[config.mk]
export PLATFORM = sky130hd
export DESIGN_NAME = tcps_classify
export DESIGN_NICKNAME = d
export VERILOG_FILES = /design/src/three_class_priority_shaper_unit_assert.svh /design/src/tcps_pkg.sv /design/src/tcps_classify.sv
export SDC_FILE = /design/constraint.sdc
export NUM_CORES = 1
export LEC_CHECK = 0
export ABC_AREA = 1
export ABC_CLOCK_PERIOD_IN_PS = 2650
export BUFFER_PORTS_ARGS = -buffer_cell sky130_fd_sc_hd__buf_2
export CORE_AREA = 2 2 39 41
export DETAILED_ROUTE_END_ITERATION = 7
export DIE_AREA = 0 0 41 43
export GPL_ROUTABILITY_DRIVEN = 0
export PLACE_DENSITY = 0.82
export SYNTH_ARGS = -nofsm -noshare
export SYNTH_HDL_FRONTEND = slang
export SYNTH_SLANG_ARGS = --single-unit
export TNS_END_PERCENT = 1
[constraint.sdc]
create_clock -name vclk -period 2.65
set_clock_uncertainty 0.1 [all_clocks]
set_input_delay 0.1325 -clock vclk [all_inputs]
set_output_delay 0.1325 -clock vclk [all_outputs]
set_load 0.02 [all_outputs]
[src/three_class_priority_shaper_unit_assert.svh]
// Assertion macros for the three-class priority shaper.
// Each macro relies on clk and rst_n in the module that uses it.
`ifndef THREE_CLASS_PRIORITY_SHAPER_UNIT_ASSERT_SVH
`define THREE_CLASS_PRIORITY_SHAPER_UNIT_ASSERT_SVH

// same-cycle implication
`define TCPS_ASSERT_IMP(label, ante, cons, msg) \
  label: assert property (@(posedge clk) disable iff (!rst_n) (ante) |-> (cons)) \
    else $error(msg);

// next-cycle implication
`define TCPS_ASSERT_NXT(label, ante, cons, msg) \
  label: assert property (@(posedge clk) disable iff (!rst_n) (ante) |=> (cons)) \
    else $error(msg);

`endif

[src/tcps_pkg.sv]
// Shared types, codes and helpers for the three-class priority shaper.
// No dependencies.
`timescale 1ns / 1ps
package tcps_pkg;

  localparam int unsigned DescSlotsDef = 16384;
  localparam int unsigned NumClasses   = 3;
  localparam int unsigned LimitReset   = 10240;
  localparam int unsigned NspbReset    = 800;
  localparam int unsigned MaxDrops     = 63;

  localparam logic [7:0] TosHighBit = 8'h10;
  localparam logic [7:0] TosLowBit  = 8'h08;

  typedef enum logic [1:0] {
    ACT_ENQ  = 2'd0,
    ACT_DEQ  = 2'd1,
    ACT_PEEK = 2'd2,
    ACT_HO   = 2'd3
  } action_t;

  typedef enum logic [2:0] {
    EV_WAIT    = 3'd0,
    EV_EMPTY   = 3'd1,
    EV_SENT    = 3'd2,
    EV_PEEKED  = 3'd3,
    EV_DROPPED = 3'd4,
    EV_ACC     = 3'd5,
    EV_ACC_CNG = 3'd6,
    EV_HO_DONE = 3'd7
  } event_t;

  localparam logic REG_LIMIT = 1'b0;
  localparam logic REG_NSPB  = 1'b1;

  typedef struct packed {
    event_t       ev;
    logic [13:0]  handle;
    logic [15:0]  len;
    logic [1:0]   cls;
    logic [63:0]  wake;
    logic [14:0]  count;
    logic         last;
  } result_t;

  function automatic logic [7:0] derive_tos(input logic [15:0] et, input logic complete,
                                            input logic [7:0] tos);
    logic [7:0] r;
    r = 8'h00;
    case (et)
      16'h0800, 16'h86DD: r = complete ? tos : 8'h00;
      16'h0806, 16'h8035, 16'h8863: r = TosHighBit;
      16'h0060, 16'h9000: r = TosLowBit;
      default: r = 8'h00;
    endcase
    return r;
  endfunction

  function automatic logic [63:0] sat_add(input logic [63:0] a, input logic [63:0] b);
    logic [64:0] s;
    s = {1'b0, a} + {1'b0, b};
    return s[64] ? {64{1'b1}} : s[63:0];
  endfunction

endpackage

[src/tcps_classify.sv]
// Classifier: derives the TOS byte, the traffic class and the slot index of an
// enqueued packet. Depends on tcps_pkg.
`timescale 1ns / 1ps
module tcps_classify import tcps_pkg::*; #(
  parameter int unsigned DESC_SLOTS = DescSlotsDef
) (
  input  logic [15:0]                   ethertype,
  input  logic                          header_complete,
  input  logic [7:0]                    tos_field,
  input  logic [13:0]                   packet_handle,
  output logic [1:0]                    cls,
  output logic [$clog2(DESC_SLOTS)-1:0] slot
);

  localparam int unsigned IW = $clog2(DESC_SLOTS);

  logic [7:0] tos;

  assign tos = derive_tos(ethertype, header_complete, tos_field);

  always_comb begin
    cls = 2'd1;
    if ((tos & TosHighBit) != 8'h00 && (tos & TosLowBit) == 8'h00) begin
      cls = 2'd0;
    end else if ((tos & TosHighBit) == 8'h00 && (tos & TosLowBit) != 8'h00) begin
      cls = 2'd2;
    end
  end

  // slot count is a power of two: keep the low bits
  assign slot = IW'(packet_handle);

endmodule

==> impl_metrics.toml, run 1 <==
[pwr]
p_leak_nw = 0.238
p_sw_mw = 0.0214
comb_power_share_pct = 100.0
p_int_mw = 0.0173
seqPwrFrac_pct = 0
cellPowerDensity_mw_per_mm2 = 88.2
swShare_pct = 55.3
clock_power_share_pct = 0
peakVddDrop_mv = 0.0480
total_power_mw = 0.0386

[setup_path]
cp_slowest_cell = "ha_1"
path_cells = "buf_2 -> nor2_1 -> nand2_1 -> nor2_4 -> nand2_1 -> a21oi_1 -> nor2_1 -> ha_1 -> buf_2"
crit_family = "simple AND/OR/NAND/NOR gates"
arrival_ps = 1300
cp_slowest_stage_delay_ps = 270
worst-setup-path-type = "in2out"
worst-path-buf-inv = 2
cp-end-kind = "primary output"
startpoint_type = "primary input"
critPathRequiredTime_ps = 2420
path_max_fanout = 2

[sta]
timing.hold.ws_ps = 165
maxSlewViolCount = 0
finalCriticalPeriod_ps = 1530
tns_ps = 0
worst_slack_ps = 1120
timing.fmax_mhz = 652
tightest_slew_ps = 149
finalHoldViolCount = 0
rsz0062_at_grt = "false"
slew_headroom_pct = 90.0
period_share_pct = 57.8
setup_viol = 0

[floorplanning]
dieHeight_um = 43
die-area_mm2 = 0.00176
top_level_ports = 55
start_util_pct = 30.2
core-area_mm2 = 0.00138
die_width_um = 41
row_count = 14

[global_route]
track_usage_pct = 10.5
grt_overflow = 0
grt_max_degree = 5
antenna_found_initial = 0
grt_pass1_wl_mm = 1.41
grt_pass1_vias = 371

[drt]
vias_per_cell = 4.25
drc_errors = 0
final_antenna_net_count = 0
firstDrtPassIters = 4
vias = 451
routedWlPerCell_um = 7.81
drt_iter0_drc = 5
wl_um = 828

[placement]
postPlaceCellArea_um2 = 438
dp.cells = 106
placement.io_buffers = 21
dp_hpwl_um = 750
post-place-ws_ps = 1100

[logic_synthesis]
synth_nets = 123
synth_top_area_cell = "buf_4"
syn_avg_cell_area_um2 = 5.03
syn-cell-area_um2 = 418
netlist.area_leader.share_pct = 25.1
yosys_warnings = 0
synthCells = 83
synth_seq_area_share_pct = 0
synth.distinct_cells = 13
ys_top_cells_by_area = "buf_4 (25%), nand2_1 (17%), nor2_1 (16%)"

[hold_path]
min_path_type = "in2out"

[clocking]
postCtsSetupBuffers = 0
cts_resized = 0
cts_hold_buf = 0

[finish]
num_antenna_cells = 0
nClkBuffers = 0
fin_util_pct = 31.6
area_growth_pct = 4.79
flops_and_latches = 0
drive_above_1_share_pct = 35.6
fin_area_um2 = 438
final_cells = 106
fill_cells = 170
multiInputGateArea_um2 = 275
finalNetCount = 132
regArea_um2 = 0

[job]
drv_cap = 0

[outcome]
outcome = "completed"
[per-layer routing]
| metal | wire (µm) | part of all wire (%) | track usage (%) | vias up |
|---|---|---|---|---|
| met5 | 0 | 0 | 0 | - |
| met4 | 0 | 0 | 2.67 | 0 |
| met3 | 106 | 13 | 0.524 | 0 |
| met2 | 383 | 46 | 17.2 | 18 |
| met1 | 338 | 41 | 14.2 | 180 |
| li1 | - | - | - | 253 |
[logic make-up after synthesis]
logic type	share of synthesized area, %
AOI/OAI and AO/OA	1.20
adders and majority gates	2.99
and+or+nand+nor	61.7
buffers and inverters	34.1
[cell usage in the layout (no fill, tap or decap), drive strengths merged]
cell    count
nand2b      1
ha          1
inv        10
a21oi       1
nor2       26
nand3       8
nor3        1
nand2      21
buf        21
[synth_stat cells (all sizes together)]
library cell,instances
nand3,8
buf,14
nor3,1
nor2,26
nand2b,1
inv,10
nand2,21
ha,1
a21oi,1
[power by group through the flow]
| stage | combinational (mW) | sequential [mW] | clock (mW) |
|---|---|---|---|
| 2_1_floorplan | 0.0475 | 0 | 0 |
| 3_3_place_gp | 0.0376 | 0 | 0 |
| 3_5_place_dp | 0.0388 | 0 | 0 |
| 4_1_cts | 0.0389 | 0 | 0 |
| 5_1_grt | 0.0444 | 0 | 0 |
| 6_report | 0.0386 | 0 | 0 |
[area by class of cell]
class,count,share of cell area [%]
Inverter,10,8.57
Multi-Input combinational cell,59,62.9
Tap cell,16,4.57
Timing Repair Buffer,21,24.0
[worst paths after layout]
path	slack, ps	startpoint	to	depth (start not counted)
max	1120	ethertype[9]	cls[0]	9
min	170	packet_handle[10]	slot[10]	0
Power figures use the tool's default switching activity.
==> run 2: changes to the inputs <==
--- a/config.mk
+++ b/config.mk
@@ -5,14 +5,14 @@
 export SDC_FILE = /design/constraint.sdc
 export NUM_CORES = 1
 export LEC_CHECK = 0
-export ABC_AREA = 1
-export ABC_CLOCK_PERIOD_IN_PS = 2650
+export ABC_AREA = 0
+export ABC_CLOCK_PERIOD_IN_PS = 1400
 export BUFFER_PORTS_ARGS = -buffer_cell sky130_fd_sc_hd__buf_2
 export CORE_AREA = 2 2 39 41
 export DETAILED_ROUTE_END_ITERATION = 7
 export DIE_AREA = 0 0 41 43
 export GPL_ROUTABILITY_DRIVEN = 0
-export PLACE_DENSITY = 0.82
+export PLACE_DENSITY = 0.78
 export SYNTH_ARGS = -nofsm -noshare
 export SYNTH_HDL_FRONTEND = slang
 export SYNTH_SLANG_ARGS = --single-unit
==> constraint.sdc (replaced) <==
create_clock -name vclk -period 1.4
set_clock_uncertainty 0.1 [all_clocks]
set_input_delay 0.07 -clock vclk [all_inputs]
set_output_delay 0.07 -clock vclk [all_outputs]
set_load 0.02 [all_outputs]
==> impl_metrics.toml, run 2 <==
[logic_synthesis]
synth_top_area_cell = "buf_4"
synthCells = 44
yosys_warnings = 0
netlist.area_leader.share_pct = 31.8
ys_top_cells_by_area = "buf_4 (32%), nor4_4 (13%), nor3_1 (6.1%)"
synth_top_family_by_area = "simple AND/OR/NAND/NOR gates"
syn_avg_cell_area_um2 = 7.51
synth_fa_ha_area_share_pct = 3.79
synth_seq_area_share_pct = 0
synth_nets = 84
synth-compound-area-share_pct = 12.5
synth_most_common_cell = "buf_4"
synth-simple-area-share_pct = 51.9
synth.distinct_cells = 20
syn-cell-area_um2 = 330
synth_xor_xnor_area_share_pct = 0
ys_top_cells_by_count = "buf_4 (14), nand2_1 (4), nor3_1 (4), nand4_1 (3)"
synthMuxAreaShare_pct = 0

[finish]
multiInputGateArea_um2 = 248
layout_common_cells = "buf_2 (16), buf_4 (7), buf_6 (5)"
area_growth_pct = 38.3
final_cells = 74
drive_above_1_share_pct = 58.6
nClkBuffers = 0
finalNetCount = 100
flops_and_latches = 0
regArea_um2 = 0
layout_commonest_cell = "buf_2"
fill_cells = 156
num_antenna_cells = 0
fin_util_pct = 33.0

[setup_path]
cp-startpoint = "ethertype[12]"
arrival_ps = 1510
worst-setup-path-type = "in2out"
cp-end-kind = "primary output"
path_max_fanout = 2
critPathRequiredTime_ps = 1230
startpoint_type = "primary input"

[sta]
timing.hold.ws_ps = 40.0
worst_slack_ps = -279
finalHoldViolCount = 0
tns_ps = -474
maxSlewViolCount = 0
slew_headroom_pct = 73.5
rsz0062_at_grt = "true"
timing.fmax_mhz = 596
period_share_pct = 120
tightest_slew_ps = 394
finalCriticalPeriod_ps = 1680
setup_viol = 2

[outcome]
outcome = "finished with violations"
violations = "negative setup slack"

[floorplanning]
top_level_ports = 55
row_count = 14
dieHeight_um = 43
die-area_mm2 = 0.00176
start_util_pct = 23.9
core-area_mm2 = 0.00138
die_width_um = 41

[drt]
vias_per_cell = 5.08
routedWlPerCell_um = 11.3
vias = 376
firstDrtPassIters = 4
drc_errors = 0
final_antenna_net_count = 0
drt_iter0_drc = 5
wl_um = 838

[job]
drv_cap = 0

[hold_path]
hold_depth = 0
hp-start = "packet_handle[4]"
min_path_type = "in2out"
whs_endpoint = "slot[4]"

[global_route]
antenna_found_initial = 0
grt_pass1_wl_mm = 1.38
track_usage_pct = 10.3
grt_overflow = 0
grt_max_degree = 6
grt_pass1_vias = 370

[placement]
dp_hpwl_um = 720
dp.cells = 74
placement.io_buffers = 21

[clocking]
postCtsSetupBuffers = 0
cts_hold_buf = 0

[pwr]
p_leak_nw = 0.178
total_power_mw = 0.0846
peakVddDrop_mv = 0.0440
cellPowerDensity_mw_per_mm2 = 185
run 2: changes by cell type after synthesis, moves of 2 or more:
| cell | change |
|---|---|
| nor2_2 | -7 |
| nand2_1 | -15 |
| nor4_1 | +2 |
| nand3_1 | -7 |
| nor2_1 | -17 |
| nor4_4 | +2 |
| nand4_1 | +3 |
| nor3_1 | +3 |
| nand2_2 | -2 |
| inv_1 | -9 |
run 2: layout make-up:
type,count,share of cell area [%]
multi-input combinational,30,54.2
tap,16,4.38
timing repair buffer,28,41.4
run 2: how the worst max path moves through the flow:
| stage | to | slack (ps) | depth (start not counted) |
|---|---|---|---|
| finish | cls[0] | -280 | 7 |
| detailed placement | cls[0] | -390 | 7 |
| floorplan | cls[0] | -120 | 5 |
| global route | cls[0] | -340 | 7 |
| global placement | cls[0] | -360 | 7 |
| CTS | cls[0] | -300 | 7 |
run 2: timing repair:
item                                    4_1_cts  5_1_grt
resized for setup                             9        0
pin swaps                                     3        2
endpoints found under the setup margin        2        2
run 2: stage by stage:
step / worst slack (ps) / area, µm²
after floorplan: -124 / 343
after global placement: -364 / 415
after detailed placement: -385 / 415
after CTS: -298 / 457
after global routing: -336 / 457
final: -279 / 457
run 2: per-layer routing:
metal | vias to the layer above | track usage (%) | wire length (µm)
li1 | 191 | - | -
met1 | 168 | 11.7 | 278
met2 | 17 | 20.6 | 472
met3 | 0 | 0 | 87
met4 | 0 | 0 | 0
met5 | - | 0 | 0
run 2: critical path, cell delays in order:
cell and delay [ps]:
buf_6 90, or3_4 400, nor4_4 170, a32oi_1 150, o211a_1 260, ha_4 260
buf_6 100
run 2: cells by family (layout without fill, tap and decap cells):
kind of cell / Yosys count / in the layout
fa+ha+maj: 1 / 1
buf+inv: 14 / 28
simple gates: 24 / 24
compound gates: 5 / 5
run 2: power breakdown:
group          total, mW  switching, mW  internal, mW
logic             0.0846         0.0381        0.0465
clock network          0              0             0
registers              0              0             0
total             0.0846         0.0381        0.0465
